**src/hw/rtl/utf16d_pkg.sv**
```systemverilog
// Package for the UTF-8 to UTF-16 code unit decoder.
// Holds the item, result and group types and the per-position judge function.
// No dependencies.
package utf16d_pkg;

  localparam int unsigned MaxResults = 3;
  localparam logic [15:0] SurrogateBase = 16'hD800;

  typedef enum logic [1:0] {
    JUDGE_NONE,
    JUDGE_UNIT,
    JUDGE_STOP
  } judge_e;

  typedef struct packed {
    judge_e      kind;
    logic [15:0] unit;
  } judge_t;

  typedef struct packed {
    logic [7:0] data_byte;
    logic       final_byte;
  } in_item_t;

  typedef struct packed {
    logic [15:0] code_unit;
    logic        unit_valid;
    logic        buffer_done;
  } result_t;

  typedef struct packed {
    logic [1:0]                 cnt;
    result_t [MaxResults-1:0]   res;
  } group_t;

  // Judge byte b with 'ahead' bytes (0..2) following it in the buffer.
  function automatic judge_t judge(input logic [7:0] b, input logic [1:0] ahead,
                                   input logic [7:0] n1, input logic [7:0] n2);
    judge_t      j;
    logic [15:0] v3;
    logic [15:0] v2;
    v3 = {b[3:0], n1[5:0], n2[5:0]};
    v2 = {5'd0, b[4:0], n1[5:0]};
    j.kind = JUDGE_NONE;
    j.unit = '0;
    if (b[7] == 1'b0) begin
      j.kind = JUDGE_UNIT;
      j.unit = {8'd0, b};
    end else if (b[7:6] == 2'b10) begin
      j.kind = JUDGE_NONE;
    end else if (b[7:4] == 4'b1110) begin
      if (ahead < 2'd2) begin
        j.kind = JUDGE_STOP;
      end else if (v3 < SurrogateBase) begin
        j.kind = JUDGE_UNIT;
        j.unit = v3;
      end
    end else if (b[7:5] == 3'b110) begin
      if ((ahead != 2'd0) && (v2 < SurrogateBase)) begin
        j.kind = JUDGE_UNIT;
        j.unit = v2;
      end
    end
    return j;
  endfunction

endpackage

```
**src/hw/rtl/utf16d_skid.sv**
```systemverilog
// Input register with skid stage for the decoder.
// Depends on utf16d_pkg for the item type.
module utf16d_skid import utf16d_pkg::*; (
  input  logic     clk_i,
  input  logic     rst_ni,
  input  logic     in_valid_i,
  input  in_item_t in_item_i,
  output logic     in_stall_o,
  input  logic     pop_i,
  output logic     main_valid_o,
  output in_item_t main_item_o
);

  logic     main_valid_q, main_valid_d;
  logic     skid_valid_q, skid_valid_d;
  in_item_t main_q, main_d;
  in_item_t skid_q, skid_d;
  logic     accept;

  assign in_stall_o   = skid_valid_q;
  assign accept       = in_valid_i && !skid_valid_q;
  assign main_valid_o = main_valid_q;
  assign main_item_o  = main_q;

  always_comb begin
    main_valid_d = main_valid_q;
    skid_valid_d = skid_valid_q;
    main_d       = main_q;
    skid_d       = skid_q;
    if (pop_i && main_valid_q) begin
      if (skid_valid_q) begin
        main_d       = skid_q;
        skid_valid_d = 1'b0;
      end else if (accept) begin
        main_d = in_item_i;
      end else begin
        main_valid_d = 1'b0;
      end
    end else if (accept) begin
      if (!main_valid_q) begin
        main_d       = in_item_i;
        main_valid_d = 1'b1;
      end else begin
        skid_d       = in_item_i;
        skid_valid_d = 1'b1;
      end
    end
  end

  always_ff @(posedge clk_i or negedge rst_ni) begin
    if (!rst_ni) begin
      main_valid_q <= 1'b0;
      skid_valid_q <= 1'b0;
    end else begin
      main_valid_q <= main_valid_d;
      skid_valid_q <= skid_valid_d;
    end
  end

  always_ff @(posedge clk_i) begin
    main_q <= main_d;
    skid_q <= skid_d;
  end

endmodule

```
**src/hw/rtl/utf16d_window.sv**
```systemverilog
// Look-ahead window and position judging for the decoder.
// Depends on utf16d_pkg for the judge function and group type.
module utf16d_window import utf16d_pkg::*; (
  input  logic       clk_i,
  input  logic       rst_ni,
  input  in_item_t   item_i,
  input  logic       advance_i,
  output group_t     group_o,
  output logic [1:0] held_o
);

  logic [7:0] la0_q, la0_d;
  logic [7:0] la1_q, la1_d;
  logic [1:0] held_q, held_d;
  logic [7:0] win0, win1, win2;
  judge_t     j0, j1, j2;

  assign held_o = held_q;

  always_comb begin
    win0 = (held_q == 2'd0) ? item_i.data_byte : la0_q;
    win1 = (held_q == 2'd1) ? item_i.data_byte : la1_q;
    win2 = held_q[1] ? item_i.data_byte : 8'd0;
    j0   = judge(win0, held_q, win1, win2);
    j1   = judge(win1, held_q - 2'd1, win2, 8'd0);
    j2   = judge(win2, 2'd0, 8'd0, 8'd0);
  end

  always_comb begin
    logic [MaxResults-1:0] hit;
    logic [15:0]           units [MaxResults];
    logic                  s0, s1;
    logic [1:0]            cnt;
    group_t                g;
    s0       = j0.kind == JUDGE_STOP;
    s1       = (held_q != 2'd0) && !s0 && (j1.kind == JUDGE_STOP);
    units[0] = j0.unit;
    units[1] = j1.unit;
    units[2] = j2.unit;
    if (item_i.final_byte) begin
      hit[0] = j0.kind == JUDGE_UNIT;
      hit[1] = (held_q != 2'd0) && !s0 && (j1.kind == JUDGE_UNIT);
      hit[2] = held_q[1] && !s0 && !s1 && (j2.kind == JUDGE_UNIT);
    end else begin
      hit[0] = held_q[1] && (j0.kind == JUDGE_UNIT);
      hit[1] = 1'b0;
      hit[2] = 1'b0;
    end
    g   = '0;
    cnt = 2'd0;
    for (int i = 0; i < MaxResults; i++) begin
      if (hit[i]) begin
        g.res[cnt].code_unit  = units[i];
        g.res[cnt].unit_valid = 1'b1;
        cnt = cnt + 2'd1;
      end
    end
    if (item_i.final_byte) begin
      if (cnt == 2'd0) begin
        g.res[0].buffer_done = 1'b1;
        cnt = 2'd1;
      end else begin
        g.res[cnt - 2'd1].buffer_done = 1'b1;
      end
    end
    g.cnt   = cnt;
    group_o = g;
  end

  always_comb begin
    la0_d  = la0_q;
    la1_d  = la1_q;
    held_d = held_q;
    if (advance_i) begin
      if (item_i.final_byte) begin
        la0_d  = 8'd0;
        la1_d  = 8'd0;
        held_d = 2'd0;
      end else if (held_q[1]) begin
        la0_d = win1;
        la1_d = win2;
      end else begin
        la0_d  = win0;
        la1_d  = win1;
        held_d = held_q + 2'd1;
      end
    end
  end

  always_ff @(posedge clk_i or negedge rst_ni) begin
    if (!rst_ni) begin
      la0_q  <= 8'd0;
      la1_q  <= 8'd0;
      held_q <= 2'd0;
    end else begin
      la0_q  <= la0_d;
      la1_q  <= la1_d;
      held_q <= held_d;
    end
  end

endmodule

```
**src/hw/rtl/utf16d_resq.sv**
```systemverilog
// Result register for the decoder: holds one group of up to three results
// and shifts them out one per cycle while out_stall_i is low. Depends on utf16d_pkg.
module utf16d_resq import utf16d_pkg::*; (
  input  logic    clk_i,
  input  logic    rst_ni,
  input  logic    main_valid_i,
  input  group_t  group_i,
  output logic    advance_o,
  output logic    out_valid_o,
  input  logic    out_stall_i,
  output result_t result_o
);

  logic [1:0]               cnt_q, cnt_d;
  result_t [MaxResults-1:0] res_q, res_d;
  logic                     take;

  assign out_valid_o = cnt_q != 2'd0;
  assign take        = out_valid_o && !out_stall_i;
  assign result_o    = res_q[0];
  assign advance_o   = main_valid_i &&
                       ((group_i.cnt == 2'd0) || (cnt_q == 2'd0) ||
                        (take && (cnt_q == 2'd1)));

  always_comb begin
    cnt_d = cnt_q;
    res_d = res_q;
    if (advance_o && (group_i.cnt != 2'd0)) begin
      cnt_d = group_i.cnt;
      res_d = group_i.res;
    end else if (take) begin
      cnt_d = cnt_q - 2'd1;
      for (int i = 0; i < MaxResults - 1; i++) begin
        res_d[i] = res_q[i + 1];
      end
    end
  end

  always_ff @(posedge clk_i or negedge rst_ni) begin
    if (!rst_ni) begin
      cnt_q <= 2'd0;
    end else begin
      cnt_q <= cnt_d;
    end
  end

  always_ff @(posedge clk_i) begin
    res_q <= res_d;
  end

endmodule

```
**src/hw/rtl/utf8_to_utf16_unit_decoder.sv**
```systemverilog
// UTF-8 to 16-bit code unit decoder, top level.
// Depends on utf16d_pkg, utf16d_skid, utf16d_window and utf16d_resq.
//
// Takes one byte per cycle while in_stall_o is low and gives results in
// order, one per cycle while out_stall_i is low; a byte is held in the input
// register and its results in the result register. A non-final byte gives
// at most one result; the flagged final byte flushes the look-ahead window
// and gives one to three results (a bare end marker if none decode), which
// leave the result register one per cycle while input is held off. The
// input side is a register plus a skid stage, so in_stall_o is registered
// and does not follow out_stall_i in the same cycle.
module utf8_to_utf16_unit_decoder import utf16d_pkg::*; (
  input  logic        clk_i,
  input  logic        rst_ni,
  input  logic        in_valid_i,
  output logic        in_stall_o,
  input  logic [7:0]  data_byte_i,
  input  logic        final_byte_i,
  output logic        out_valid_o,
  input  logic        out_stall_i,
  output logic [15:0] code_unit_o,
  output logic        unit_valid_o,
  output logic        buffer_done_o
);

  in_item_t   in_item;
  in_item_t   main_item;
  logic       main_valid;
  logic       advance;
  group_t     group;
  result_t    result;
  logic [1:0] held;

  assign in_item.data_byte  = data_byte_i;
  assign in_item.final_byte = final_byte_i;

  utf16d_skid u_skid (
    .clk_i       (clk_i),
    .rst_ni      (rst_ni),
    .in_valid_i  (in_valid_i),
    .in_item_i   (in_item),
    .in_stall_o  (in_stall_o),
    .pop_i       (advance),
    .main_valid_o(main_valid),
    .main_item_o (main_item)
  );

  utf16d_window u_window (
    .clk_i    (clk_i),
    .rst_ni   (rst_ni),
    .item_i   (main_item),
    .advance_i(advance),
    .group_o  (group),
    .held_o   (held)
  );

  utf16d_resq u_resq (
    .clk_i       (clk_i),
    .rst_ni      (rst_ni),
    .main_valid_i(main_valid),
    .group_i     (group),
    .advance_o   (advance),
    .out_valid_o (out_valid_o),
    .out_stall_i (out_stall_i),
    .result_o    (result)
  );

  assign code_unit_o   = result.code_unit;
  assign unit_valid_o  = result.unit_valid;
  assign buffer_done_o = result.buffer_done;

  a_marker_form: assert property (@(posedge clk_i) disable iff (!rst_ni)
    out_valid_o && !unit_valid_o |-> buffer_done_o && (code_unit_o == 16'd0))
    else $error("end marker result malformed");

  a_no_surrogate: assert property (@(posedge clk_i) disable iff (!rst_ni)
    out_valid_o && unit_valid_o |-> code_unit_o < SurrogateBase)
    else $error("decoded unit at or above surrogate range");

  a_flush_empties: assert property (@(posedge clk_i) disable iff (!rst_ni)
    advance && main_item.final_byte |=> held == 2'd0)
    else $error("window not empty after final item");

  a_held_range: assert property (@(posedge clk_i) disable iff (!rst_ni)
    advance && !main_item.final_byte && (held != 2'd0) |=> held == 2'd2 || held == 2'd3 ||
    held == $past(held) + 2'd1)
    else $error("window fill count skipped");

endmodule
```
**config.mk**
```make
export PLATFORM = sky130hd
export DESIGN_NAME = utf8_to_utf16_unit_decoder
export DESIGN_NICKNAME = d
export VERILOG_FILES = /design/src/hw/rtl/utf16d_pkg.sv /design/src/hw/rtl/utf16d_skid.sv /design/src/hw/rtl/utf16d_window.sv /design/src/hw/rtl/utf16d_resq.sv /design/src/hw/rtl/utf8_to_utf16_unit_decoder.sv
export SDC_FILE = /design/constraint.sdc
export NUM_CORES = 1
export LEC_CHECK = 0
export ABC_AREA = 1
export BUFFER_PORTS_ARGS = -buffer_cell sky130_fd_sc_hd__buf_2
export CAP_MARGIN = 0
export CORE_AREA = 2 2 118 120
export CTS_CLUSTER_DIAMETER = 80
export DETAILED_ROUTE_END_ITERATION = 6
export DIE_AREA = 0 0 120 122
export GPL_TIMING_DRIVEN = 0
export PLACE_DENSITY = 0.56
export SLEW_MARGIN = 20
export SYNTH_ARGS = -nofsm -noshare
export SYNTH_HDL_FRONTEND = slang
export SYNTH_SLANG_ARGS = --single-unit
```
**constraint.sdc**
```tcl
create_clock -name clk_i -period 4.2 [get_ports clk_i]
set_input_delay 0.21 -clock clk_i [delete_from_list [all_inputs] [get_ports clk_i]]
set_output_delay 0.21 -clock clk_i [all_outputs]
set_load 0.05 [all_outputs]
```
==> results summary, run 1 <==
The sequential power share is 30.7%. The share of total power dissipated in combinational logic is 53.9%. The number of violations reported at the end of detailed-routing iteration 0 came out at 338. Net switching is 48.88% of the power. The synthesis-to-layout area growth came out at 13.72%. The die is 122 um tall. In this run, synthesis produced a sequential element count of 85. The proportion of synthesized flip-flops having asynchronous set or reset came out at 25.88%. No sink is reached through more buffers than the 2 on the longest clock path. For the pin with the worst max-slew slack, the measured transition is 876.1 ps. Wires add up to 13.21 mm. Dividing the detail-routed via count by the number of cells gives 4.905. The synthesis warning total is 0. The die extent in x is 120 um. The maximum operating frequency came out at 0.2573 GHz. The count of H-tree levels built during CTS is 3.

Counting flops with a built-in enable in the synthesized netlist gives 63. The worst setup path is captured at a flop. The number of slew-limit violations in the final report came out at 0. The number of endpoints with negative hold slack in the final report is 0. For the worst setup path, the data required time is 4300 ps.

The clock root buffer is sky130_fd_sc_hd__clkbuf_16. The placement row count is 43. The reg-to-reg setup timing slack is 310 ps.

The total number of vias came out at 4282. The global-route wire length before repair came out at 21.28 mm. The post-route minimum period is 3886 ps.

The cell depth of the worst hold path came out at 1. The number of buffers created by CTS came out at 9. In the layout the commonest cells are sky130_fd_sc_hd__nand2_1 (249), sky130_fd_sc_hd__edfxtp_1 (63), sky130_fd_sc_hd__inv_1 (58), sky130_fd_sc_hd__nor2_1 (55), sky130_fd_sc_hd__buf_2 (40).

IR analysis of the VDD net gives a maximum drop of 0.3335 mV. The static leakage came out at 2.562 nW. The share of cells above drive strength 1 is 16.31%. The flip-flop cell with the highest count after synthesis is sky130_fd_sc_hd__edfxtp_1.

The detail route stage leaves a number of antenna-violating nets equal to 0. The worst-case reg-to-reg path depth came out at 19. The setup TNS is 0 ps.

The pin count of the biggest net entering global routing came out at 33. The post-synthesis cell area is 5096 um2. After detailed routing, the average wire length per cell comes to 15.13 um. The worst register-to-register path ends at u_resq.res_q[29].

The worst slew slack as a fraction of its limit is 40.98%. The flow ran to the end, and the final reports show no timing, DRC or antenna violations. Power comes to 4.935 mW. The clock network latency to the later pin of the worst-skew pair is 350 ps. The initial antenna violation count was 0. By startpoint and endpoint, the worst setup path is classified as flop to flop. The post-synthesis sequential area ratio is 47.93%. The worst path arrival time came out at 3980 ps. Final hold analysis gives a worst-case slack of 52.94 ps.

Synthesis produced 643 cells. The synthesized net count came out at 663. The DRC violations left is 0.

The number of unique standard cell types used by synthesis came out at 33. Dividing total power by cell area gives a power density of 851.6 nW/um2. The internal portion of total power is 2.523 mW. The min-delay analysis places its worst path in the category primary input to flop. The launch point of the worst hold path is data_byte_i[5]. The share of total power dissipated in the clock network is 15.4%.

The switching power summed over all nets is 2.412 mW. Summed over all layers, the global routing overflow is 0. Once layout is complete, the cells apart from fillers number 873.

The post-placement cell count came out at 856. The die area is 14640 um2. The synthesized area per cell came out at 7.926 um2. The setup slack after layout is 314.1 ps. After routing the design area is 5796 um2.

The clock skew came out at 7.971 ps. Of the available clock period, the critical path in the final layout requires 92.52%. The total area inside the core boundary comes to 13500 um2.

The total of endpoints with negative setup slack in the final report is 0. The sort of element at the start of the critical path is a flop. Once detailed placement completed, the half-perimeter wirelength came to 10.07 mm.

The number of setup buffers added after CTS is 0. The global placer's final weighted congestion came out at 0.9815. The path with the worst hold slack has its endpoint at u_skid.skid_q[6].

Setup repair after global routing left no endpoint under its margin. The total inserted antenna cells is 0. The number of iterations in the first detailed-routing pass is 6. The instance area at placement is 5504 um2. The overall global routing resource usage came out at 18.93%.

Input and output buffers added on the ports amount to 32. The number of global-route vias before repair is 4001. Leaving out fill and tap cells, the most frequent cell in the layout is sky130_fd_sc_hd__nand2_1. The largest driver fanout on the critical path came out at 10. TritonCTS built the clock tree. For this design the top-level I/O count stands at 33. At the end of the flow the core is filled with cells to 42.92%.

The post-place setup slack is 309.9 ps. The number of sinks driven by the clock tree is 85. The clock-pin slew on the worst setup and hold paths came out at 60 ps. The final layout contains 708 nets. In this run the critical register-to-register path is launched from u_window.held_o[1]. The reported max-cap violation count came out at 0. The initial core utilization is 37.74%.
state kept, by name, summed over array words and instances (netlist names):
register	cells
u_skid.skid_q	9
u_resq.result_o	18
u_skid.main_item_o	9
u_window.la1_q	8
u_resq.res_q	27
u_window.held_o	2
u_window.la0_q	8
u_skid.in_stall_o	1
u_resq.cnt_q	2
u_skid.main_valid_o	1
cell type report:
cell class,count,area [um2]
inverters,63,236.5
clock buffers,12,246.5
well taps,180,225.2
flip-flops and latches,85,2442
clock inverters,4,31.28
multi-input cells,459,2173
repair buffers,34,190.2
plain buffers,36,250.2
fillers,1376,7709
metal layers:
metal	wire length, um	global-route usage (%)	share of wire [%]	up-vias
li1	-	-	-	2180
met1	6144	25.16	47	1956
met2	6176	30.93	47	118
met3	578	3.605	4.4	28
met4	308	6.618	2.3	0
met5	0	0	0	-
synthesized netlist by cell type, types with 9 or more instances:
library cell | instances | area (um2)
sky130_fd_sc_hd__a21oi_1 | 15 | 75.07
sky130_fd_sc_hd__buf_4 | 22 | 165.2
sky130_fd_sc_hd__o21ai_0 | 28 | 140.1
sky130_fd_sc_hd__o22ai_1 | 21 | 131.4
sky130_fd_sc_hd__dfrtp_1 | 22 | 550.5
sky130_fd_sc_hd__nand3_1 | 25 | 125.1
sky130_fd_sc_hd__inv_1 | 58 | 217.7
sky130_fd_sc_hd__nor2_1 | 55 | 206.5
sky130_fd_sc_hd__o21ai_1 | 9 | 45.04
sky130_fd_sc_hd__edfxtp_1 | 63 | 1892
sky130_fd_sc_hd__nand2_1 | 250 | 938.4
power groups by stage:
stage / Sequential, mW / Clock (mW) / Combinational [mW]
after floorplan: 1.52 / 0 / 1.95
after global placement: 1.53 / 0 / 2.61
after detailed placement: 1.53 / 0 / 2.65
after CTS: 1.51 / 0.777 / 2.66
after global routing: 1.55 / 0.807 / 2.93
final: 1.52 / 0.759 / 2.66
worst max-delay path, cell delays in order (launching register included):
cell and delay, ps:
sky130_fd_sc_hd__dfrtp_1 360, sky130_fd_sc_hd__buf_4 170, sky130_fd_sc_hd__clkinv_1 190, sky130_fd_sc_hd__ha_1 210
sky130_fd_sc_hd__inv_1 130, sky130_fd_sc_hd__o21ai_0 730, sky130_fd_sc_hd__nand2_1 120, sky130_fd_sc_hd__nand2_1 100
sky130_fd_sc_hd__nand2_1 100, sky130_fd_sc_hd__nand3_4 140, sky130_fd_sc_hd__nand2_1 80, sky130_fd_sc_hd__nand3_2 130
sky130_fd_sc_hd__inv_2 120, sky130_fd_sc_hd__buf_6 160, sky130_fd_sc_hd__ha_1 270, sky130_fd_sc_hd__inv_1 50
sky130_fd_sc_hd__nor2_4 210, sky130_fd_sc_hd__inv_2 110, sky130_fd_sc_hd__nand3_2 180, sky130_fd_sc_hd__nor2_1 60
timing repair:
action / 4_1_cts / 5_1_grt
resized for setup: 0 / 1
hold buffers: 1 / 0
setup endpoints to repair: 0 / 11
endpoints found under the hold margin: 22 / 0
worst max-delay path by stage:
stage,startpoint,end,slack (ps),cells after the start
final,u_window.held_o[1],u_resq.res_q[29],310,19
after global routing,u_window.held_o[1],u_resq.res_q[23],20,19
after CTS,u_window.held_o[1],u_resq.res_q[23],300,19
after detailed placement,u_window.held_o[1],u_resq.res_q[23],310,19
after global placement,u_window.held_o[1],u_resq.cnt_q[1],30,17
after floorplan,u_window.held_o[1],u_resq.res_q[18],980,14
logic make-up after synthesis:
family,share of synthesized area [%]
AO/OA/AOI/OAI,10.41
flip-flops,47.93
adder cells (fa/ha/maj),1.866
AND/OR/NAND/NOR,30.25
buffers and inverters,9.551
Power figures use the tool's default switching activity.
==> inputs of run 2 (changes only) <==
--- a/config.mk
+++ b/config.mk
@@ -8,12 +8,12 @@
 export ABC_AREA = 1
 export BUFFER_PORTS_ARGS = -buffer_cell sky130_fd_sc_hd__buf_2
 export CAP_MARGIN = 0
-export CORE_AREA = 2 2 118 120
+export CORE_AREA = 2 2 111 113
 export CTS_CLUSTER_DIAMETER = 80
 export DETAILED_ROUTE_END_ITERATION = 6
-export DIE_AREA = 0 0 120 122
+export DIE_AREA = 0 0 113 115
 export GPL_TIMING_DRIVEN = 0
-export PLACE_DENSITY = 0.56
+export PLACE_DENSITY = 0.66
 export SLEW_MARGIN = 20
 export SYNTH_ARGS = -nofsm -noshare
 export SYNTH_HDL_FRONTEND = slang
==> run 2 against run 1 <==
Net effect:
- the flow now finishes with violations (design-rule violations)
- largest cell class unchanged
- register-to-register slack better by 50 ps
- combinational power about the same
- wire length down 0.61%
- sequential share of layout area up 0.41 points
- hold slack about the same
- sequential power about the same
- count of clock-buffer cells in the layout unchanged
- power down 0.75%
- die area down 11%
- clock skew down 1.1 ps
- non-clock buffer count unchanged
- fmax up 1.4%
==> results summary, run 2 (synthesis results as in run 1) <==
The DRC violations left came out at 3 (+3). The total inserted antenna cells is 0 (unchanged). The number of fill cells came out at 1196 (-13%). In this design, the critical path's most frequently occurring cell is sky130_fd_sc_hd__nand2_1. The initial antenna violation count is 0 (unchanged). The total area of multi-input combinational cells is 2170 um2 (-0.17%).

The die area came to 13000 um2 (-11%). Setup repair after global routing left no endpoint under its margin. The post-detailed-route wirelength per cell came out at 15.63 um (+3.3%). The overall global routing resource usage came out at 21.06% (+2.1 points). The number of endpoints with negative hold slack in the final report is 0 (unchanged). The maximum operating frequency was 0.2610 GHz (+1.4%).

The number of sinks driven by the clock tree is 85 (unchanged). The final reports fail on design-rule violations. The number of buffers created by CTS came out at 9 (unchanged).

The pin count of the biggest net entering global routing is 35 (+6.1%). The y dimension of the die is 115 um (-5.7%). The most common cell after layout, fill and taps aside is sky130_fd_sc_hd__nand2_1. The worst slew slack as a fraction of its limit is 51.50% (+11 points). STA classifies the critical path endpoint as a flop. The total non-filler cell area in the finished layout is 5739 um2 (-0.97%).

The worst register-to-register path begins at u_window.held_o[1]. The routed via count divided by cell count came out at 5.123 (+4.4%). The CTS tree is built. The flip-flop count of the largest register, all copies and words added is 27 (unchanged). In the layout the commonest cells are sky130_fd_sc_hd__nand2_1 (249), sky130_fd_sc_hd__edfxtp_1 (63), sky130_fd_sc_hd__inv_1 (58), sky130_fd_sc_hd__nor2_1 (55), sky130_fd_sc_hd__buf_2 (40). The category of the most critical setup path is flop to flop. The cell sitting at the root of the clock tree is a sky130_fd_sc_hd__clkbuf_16. The run finished, with violations left.

The total congestion overflow came to 0 (unchanged). The number of global-route vias before repair came out at 4066 (+1.6%). The instance area at placement is 5463 um2 (-0.75%).

The register area came to 2442 um2 (unchanged). The register containing the most flip-flops in the final layout is u_resq.res_q. The power density over the cells is 853.5 nW/um2 (+0.22%). The global placer's final weighted congestion came out at 0.9525 (-3.0%).

The total number of vias came out at 4303 (+0.49%). The sum of buffers and inverters on the critical path was 9 (+2). The worst-case reg-to-reg path depth came out at 22 (+3).

The total wire length came out at 13.13 mm (-0.61%). The clock skew came out at 6.828 ps (-1.143 ps). The total of endpoints with negative setup slack in the final report came out at 0 (unchanged).

From synthesis to final layout, the design area changed by 12.62%. The I/O pin total is 33 (unchanged). The post-route minimum period is 3831 ps (-54.46 ps). The count of H-tree levels built during CTS came out at 3 (unchanged). The sort of element at the start of the critical path is a flop.

Walking the worst path, the cells encountered are buf_4 -> clkinvlp_4 -> ha_1 -> inv_1 -> nand2_1 -> nand2_1 -> inv_1 -> nor2_1 -> nand2_1 -> inv_1 -> nand3_4 -> nand2_1 -> nand3_2 -> inv_2 -> buf_6 -> ha_1 -> inv_1 -> nor2_4 -> inv_2 -> o21ai_0 -> nand3_1 -> nand2_1. The cell depth of the worst hold path is 1 (unchanged). The total number of cells along the worst setup path came to 22 (+3). The worst path arrival time was 3940 ps (-40 ps). The timing startpoint of the critical path is u_window.held_o[1].

The highest cell delay on the worst timing path came out at 330 ps (-400 ps). The worst min-delay path class is primary input to flop. The count of buffers added by post-CTS timing repair for setup came out at 0 (unchanged).

The number of routed nets with antenna violations came out at 0 (unchanged). The share of cells above drive strength 1 came out at 16.16% (-0.14 points). The clock-pin slew on the worst setup and hold paths came out at 60 ps (about the same).

The setup TNS came out at 0 ps (unchanged). The required time at the worst-slack endpoint was 4300 ps (about the same). On the critical path the largest part of the delay comes from buffers and inverters.

The global-route wire length before repair is 21.09 mm (-0.91%). The transition time at the pin with the least slew margin came to 724.8 ps (-151.3 ps). The die extent in x is 113 um (-5.8%). The share of the core filled with cells is 48.59% (+5.7 points).

The startpoint identified for the worst hold timing path is data_byte_i[1]. The number of iterations in the first detailed-routing pass came out at 7 (+1). The library cell contributing the largest single delay on the critical path is sky130_fd_sc_hd__dfrtp_1.

The largest driver fanout on the critical path came out at 10 (unchanged). The maximum count of clock buffers along a single path is 2 (unchanged). The estimated wirelength of the detail-placed design is 9.925 mm (-1.5%). The worst IR drop on VDD was 0.2977 mV (-11%).

The number of slew-limit violations in the final report is 0 (unchanged). The initial core utilization is 43.15% (+5.4 points). The number of nets in the final layout is 708 (unchanged).

The placement row count is 40 (-7.0%). The number of violations reported at the end of detailed-routing iteration 0 is 431 (+28%). The number of buffers added on ports was 32 (unchanged). The core footprint is 11810 um2 (-13%). The clock network latency to the later pin of the worst-skew pair is 350 ps (about the same). The static leakage is 2.562 nW (about the same). The reported max-cap violation count is 0 (unchanged). The share of the clock period used by the worst path after layout is 91.22% (-1.3 points).
[run 2: cell count changes in the layout (fill, tap and decap cells not counted)]
cell / before / now
sky130_fd_sc_hd__clkbuf_1: 5 / 6
sky130_fd_sc_hd__a21oi_1: 14 / 15
sky130_fd_sc_hd__clkinv_1: 1 / 0
sky130_fd_sc_hd__clkinv_2: 0 / 2
sky130_fd_sc_hd__clkbuf_8: 1 / 0
sky130_fd_sc_hd__inv_6: 1 / 0
sky130_fd_sc_hd__clkinvlp_4: 3 / 2
sky130_fd_sc_hd__a21oi_2: 2 / 1
sky130_fd_sc_hd__clkinv_4: 0 / 1
[run 2: path summary, 6_finish.rpt]
kind	endpoint	slack (ps)
min in group asynchronous	u_window.held_o[1]	380
max in group asynchronous	u_window.la0_q[5]	3450
worst min register to register	u_window.la1_q[7]	480
worst max register to register	u_resq.res_q[23]	370
worst min-delay path	u_skid.skid_q[2]	50
worst max-delay path	u_resq.res_q[23]	370
[run 2: area by class of cell]
type	instances	area share, %
inverters	63	4.186
repair buffers	34	3.314
flip-flops and latches	85	42.56
plain buffers	36	4.360
clock buffers	12	4.120
multi-input cells	459	37.80
well taps	147	3.205
clock inverters	4	0.4578
[run 2: what timing repair did]
action,in CTS,in global routing
endpoints found under the hold margin,22,0
hold buffers,1,0
resized for setup,0,1
setup endpoints to repair,0,5
[run 2: power breakdown]
group          internal [mW]  leakage, nW  switching (mW)
registers               1.35        0.900           0.165
clock network          0.400        0.127           0.315
logic                  0.755         1.54            1.91
total                   2.50         2.56            2.39
[run 2: stage by stage]
stage          power, mW  std cells  hold slack (ps)  setup WS, ps
2_1_floorplan      3.469        643           -85.59         982.3
3_3_place_gp       4.115        822            224.9         88.49
3_5_place_dp       4.177        823            231.3         323.9
4_1_cts            4.899        840            48.04         309.6
5_1_grt            5.251        840            52.04         92.53
6_report           4.898        840            52.49         368.6
[run 2: metal layers]
layer	vias up	routed length (um)	GRT usage, %
met1	1993	6037	28.13
met4	0	289	7.805
met5	-	0	0
li1	2175	-	-
met3	23	560	3.479
met2	112	6239	34.77
==> inputs of run 3 (changes only) <==
--- a/config.mk
+++ b/config.mk
@@ -5,15 +5,15 @@
 export SDC_FILE = /design/constraint.sdc
 export NUM_CORES = 1
 export LEC_CHECK = 0
-export ABC_AREA = 1
+export ABC_AREA = 0
 export BUFFER_PORTS_ARGS = -buffer_cell sky130_fd_sc_hd__buf_2
 export CAP_MARGIN = 0
-export CORE_AREA = 2 2 111 113
+export CORE_AREA = 2 2 104 106
 export CTS_CLUSTER_DIAMETER = 80
 export DETAILED_ROUTE_END_ITERATION = 6
-export DIE_AREA = 0 0 113 115
+export DIE_AREA = 0 0 106 108
 export GPL_TIMING_DRIVEN = 0
-export PLACE_DENSITY = 0.66
+export PLACE_DENSITY = 0.73
 export SLEW_MARGIN = 20
 export SYNTH_ARGS = -nofsm -noshare
 export SYNTH_HDL_FRONTEND = slang
==> run 3 against run 2 <==
Net effect:
- the flow now finishes without violations
- count of clock-buffer cells in the layout is 3 lower
- highest routed layer unchanged
- cell count is 22% lower
- via count is 3.9% lower
- global-route usage is 4.9 points higher
- sequential share of layout area is 0.19 points higher
- fmax is 6.0% lower
- first-iteration DRC count is 17% lower
- utilization is 7.3 points higher
- die area is 12% lower
==> results summary, run 3 <==
The share of cells above drive strength 1 was 25.62% (+9.5 points). The fraction of met2 tracks used by global routing came out at 40.46% (+5.7 points). Setup repair after global routing left no endpoint under its margin. The total inserted antenna cells came out at 0 (unchanged). The flip-flop count of the largest register, all copies and words added came out at 27 (unchanged). The post-route minimum period came out at 4076 ps (+244.4 ps).

The pin count of the biggest net entering global routing is 23 (-34%). The placement row count came to 37 (-7.5%). The number of slew-limit violations in the final report came out at 0 (unchanged).

The maximum count of clock buffers along a single path came out at 2 (unchanged). The number of iterations in the first detailed-routing pass came out at 5 (-2). The number of buffers created by CTS came to 9 (unchanged). The worst slew slack as a fraction of its limit is 27.35% (-24 points). The DRC violations left is 0 (-3). The initial core utilization came out at 49.35% (+6.2 points). The power density over the cells is 903.5 nW/um2 (+5.9%). The core footprint was 10230 um2 (-13%). The global placer's final weighted congestion is 0.9439 (-0.90%). The y dimension of the die is 108 um (-6.1%).

In the layout the commonest cells are sky130_fd_sc_hd__edfxtp_1 (63), sky130_fd_sc_hd__nand2_1 (48), sky130_fd_sc_hd__buf_2 (39), sky130_fd_sc_hd__mux2_2 (35), sky130_fd_sc_hd__nor2_1 (30). The fraction of met1 tracks used by global routing is 35.29% (+7.2 points). The I/O pin total came to 33 (unchanged). The CTS tree is built. The number of sinks driven by the clock tree came out at 85 (unchanged). The global routing usage on met3 came out at 4.400% (+0.92 points). The die area came out at 11450 um2 (-12%). The number of unique standard cell types used by synthesis is 68 (+110%). The synthesized area per cell came to 10.72 um2 (+35%).

The kind of end point of the critical path is a flop. The worst hold slack after final layout is 27.97 ps (-24.52 ps). The total power draw came out at 5.165 mW (+5.4%).

The total of endpoints with negative setup slack in the final report came to 0 (unchanged). More flip-flops sit in one register than any other, and that register is u_resq.res_q. The die extent in x came out at 106 um (-6.2%). The maximum operating frequency came out at 0.2453 GHz (-6.0%). The total wire length came out at 14.34 mm (+9.2%). The number of routed nets with antenna violations came to 0 (unchanged).

The top-area cell type share of the netlist area is 37.47% (+0.35 points). The clock-pin slew on the worst setup and hold paths came out at 90 ps (+30 ps). The initial antenna violation count is 0 (unchanged). The required time at the worst-slack endpoint came out at 4320 ps (+20 ps). The min-delay analysis places its worst path in the category primary input to flop.

The number of violations reported at the end of detailed-routing iteration 0 is 358 (-17%). The post-detailed-route wirelength per cell came out at 21.76 um (+39%). The total number of vias is 4136 (-3.9%). The number of nets in the final layout is 539 (-24%).

Leaving out fill and tap cells, the most frequent cell in the layout is sky130_fd_sc_hd__edfxtp_1. The run finished with clean final reports. The number of global-route vias before repair is 3895 (-4.2%). The number of standard cells after synthesis is 471 (-27%). The area growth from synthesis to layout is 13.23%. The count of H-tree levels built during CTS is 3 (unchanged). The post-synthesis cell type with the largest combined area is sky130_fd_sc_hd__edfxtp_1.

The number of buffers added on ports is 32 (unchanged). The synthesized flop and latch total is 85 (unchanged). The overall global routing resource usage came out at 25.91% (+4.9 points). Counting instances in the post-synthesis netlist gives the leading cell types as sky130_fd_sc_hd__edfxtp_1 (63), sky130_fd_sc_hd__nand2_1 (48), sky130_fd_sc_hd__mux2_2 (35), sky130_fd_sc_hd__nor2_1 (30), sky130_fd_sc_hd__o21ai_0 (24). The routed via count divided by cell count came out at 6.276 (+23%). The estimated wirelength of the detail-placed design came out at 10.56 mm (+6.4%). The share of the clock period used by the worst path after layout is 97.04% (+5.8 points).

The critical path is of the flop to flop type. The largest driver fanout on the critical path came out at 11 (+1). The post-synthesis sequential area ratio came out at 48.38% (+0.45 points). The worst IR drop on VDD is 0.4419 mV (+48%).

The number of endpoints with negative hold slack in the final report is 0 (unchanged). The total congestion overflow is 0 (unchanged). The reported max-cap violation count is 0 (unchanged).

The synthesis warning total came out at 0 (unchanged). The global-route wire length before repair is 21.93 mm (+4.0%). The setup slack after layout is 124.1 ps (-244.4 ps). The most used standard cell by instance count after synthesis is sky130_fd_sc_hd__edfxtp_1.

The total non-filler cell area in the finished layout is 5717 um2 (-0.39%). The clock skew is 13.20 ps (+6.367 ps). The synthesized net count came out at 491 (-26%). The worst path arrival time came out at 4200 ps (+260 ps). The number of enable-type register cells in the synthesized netlist is 63 (unchanged). The transition time at the pin with the least slew margin is 1075 ps (+350.3 ps). The proportion of synthesized flip-flops having asynchronous set or reset came to 25.88% (unchanged).

The clock network latency to the later pin of the worst-skew pair came out at 370 ps (+20 ps). The flip-flop cell with the highest count after synthesis is sky130_fd_sc_hd__edfxtp_1. Sorting the synthesized cells by area gives the leading types as sky130_fd_sc_hd__edfxtp_1 (37%), sky130_fd_sc_hd__dfrtp_1 (11%), sky130_fd_sc_hd__mux2_2 (7.8%). The root buffer cell chosen for the clock tree is sky130_fd_sc_hd__clkbuf_8. The post-synthesis cell area is 5049 um2 (-0.93%). After global routing, the most crowded layer is met2.

STA classifies the critical path startpoint as a flop. The instance area at placement is 5418 um2 (-0.82%). The post-place setup slack was -925.1 ps (-1249 ps). The static leakage is 2.147 nW (-16%). The reg-to-reg setup timing slack came out at 120 ps (-240 ps).
## run 3: changes by cell type after synthesis, sizes merged, moves of 11 or more
cell	before	now
o21ai	37	24
nand2	259	48
nand3	32	9
mux2i	0	11
o22ai	21	7
clkbuf	3	18
mux2	0	35
inv	62	16
nor2	63	30
## run 3: cells by family (layout without fill, tap and decap cells)
logic type      after synthesis  after routing  share of synthesized area (%)
compound gates              136            136                          19.73
simple gates                134            134                          13.38
flops                        85             85                          48.38
buf+inv                      62            114                          6.468
mux                          46             46                          9.988
fa+ha+maj                     7              7                          1.883
xor+xnor                      1              1                         0.1735
## run 3: final cells by class
type / instances / area, um2
fillers: 933 / 4514
flip-flops and latches: 85 / 2444
multi-input cells: 324 / 2351
plain buffers: 44 / 261.5
repair buffers: 38 / 227.7
well taps: 136 / 170.2
clock buffers: 9 / 123.9
clock inverters: 6 / 73.82
inverters: 17 / 65.06
## run 3: per-layer routing
metal / wire length (um) / share of wire (%)
met5: 0 / 0
met4: 559 / 3.9
met3: 999 / 7.0
met2: 6609 / 46
met1: 6170 / 43
## run 3: worst paths after layout
path	from	endpoint	cells past startpoint
hold reg to reg	u_window.la0_q[3]	u_window.la0_q[3]	1
setup reg to reg	u_window.held_o[1]	u_resq.result_o[6]	15
setup / recovery	u_window.held_o[1]	u_resq.result_o[6]	15
max in group asynchronous	rst_ni	u_window.held_o[1]	2
hold / removal	data_byte_i[1]	u_skid.skid_q[2]	1
min in group asynchronous	rst_ni	u_skid.main_valid_o	2
## run 3: what timing repair did
| item | 4_1_cts | 5_1_grt |
|---|---|---|
| hold buffers | 1 | 0 |
| pin swaps | 1 | 2 |
| setup buffers | 2 | 2 |
| endpoints found under the hold margin | 22 | 0 |
| endpoints found under the setup margin | 101 | 11 |
| gates resized for setup | 14 | 2 |
## run 3: power breakdown
part | switching [mW] | internal (mW) | leakage, nW | total, mW
clock | 0.319 | 0.277 | 0.0934 | 0.597
sequential | 0.206 | 1.36 | 0.887 | 1.56
combinational | 1.96 | 1.04 | 1.17 | 3.00
total | 2.49 | 2.68 | 2.15 | 5.17
## run 3: critical path, stage by stage (launching register included)
cell                       delay, ps
sky130_fd_sc_hd__dfrtp_2         430
sky130_fd_sc_hd__clkinv_2        150
sky130_fd_sc_hd__buf_2           270
sky130_fd_sc_hd__ha_4            230
sky130_fd_sc_hd__buf_6           160
sky130_fd_sc_hd__mux2_2          400
sky130_fd_sc_hd__a21o_1          220
sky130_fd_sc_hd__a211oi_4        270
sky130_fd_sc_hd__or2_4           220
sky130_fd_sc_hd__inv_2            50
sky130_fd_sc_hd__buf_6           150
sky130_fd_sc_hd__ha_1            280
sky130_fd_sc_hd__a221o_2         470
sky130_fd_sc_hd__buf_4           160
sky130_fd_sc_hd__a221oi_2        230
sky130_fd_sc_hd__a21oi_1         130
## run 3: metrics by stage
step                utilization [%]  setup TNS [ps]  cells
finish                        55.88               0    659
global route                  55.88               0    659
CTS                           55.71               0    657
detailed placement            52.95          -35810    640
global placement              52.61          -51100    639
floorplan                         -               0    471
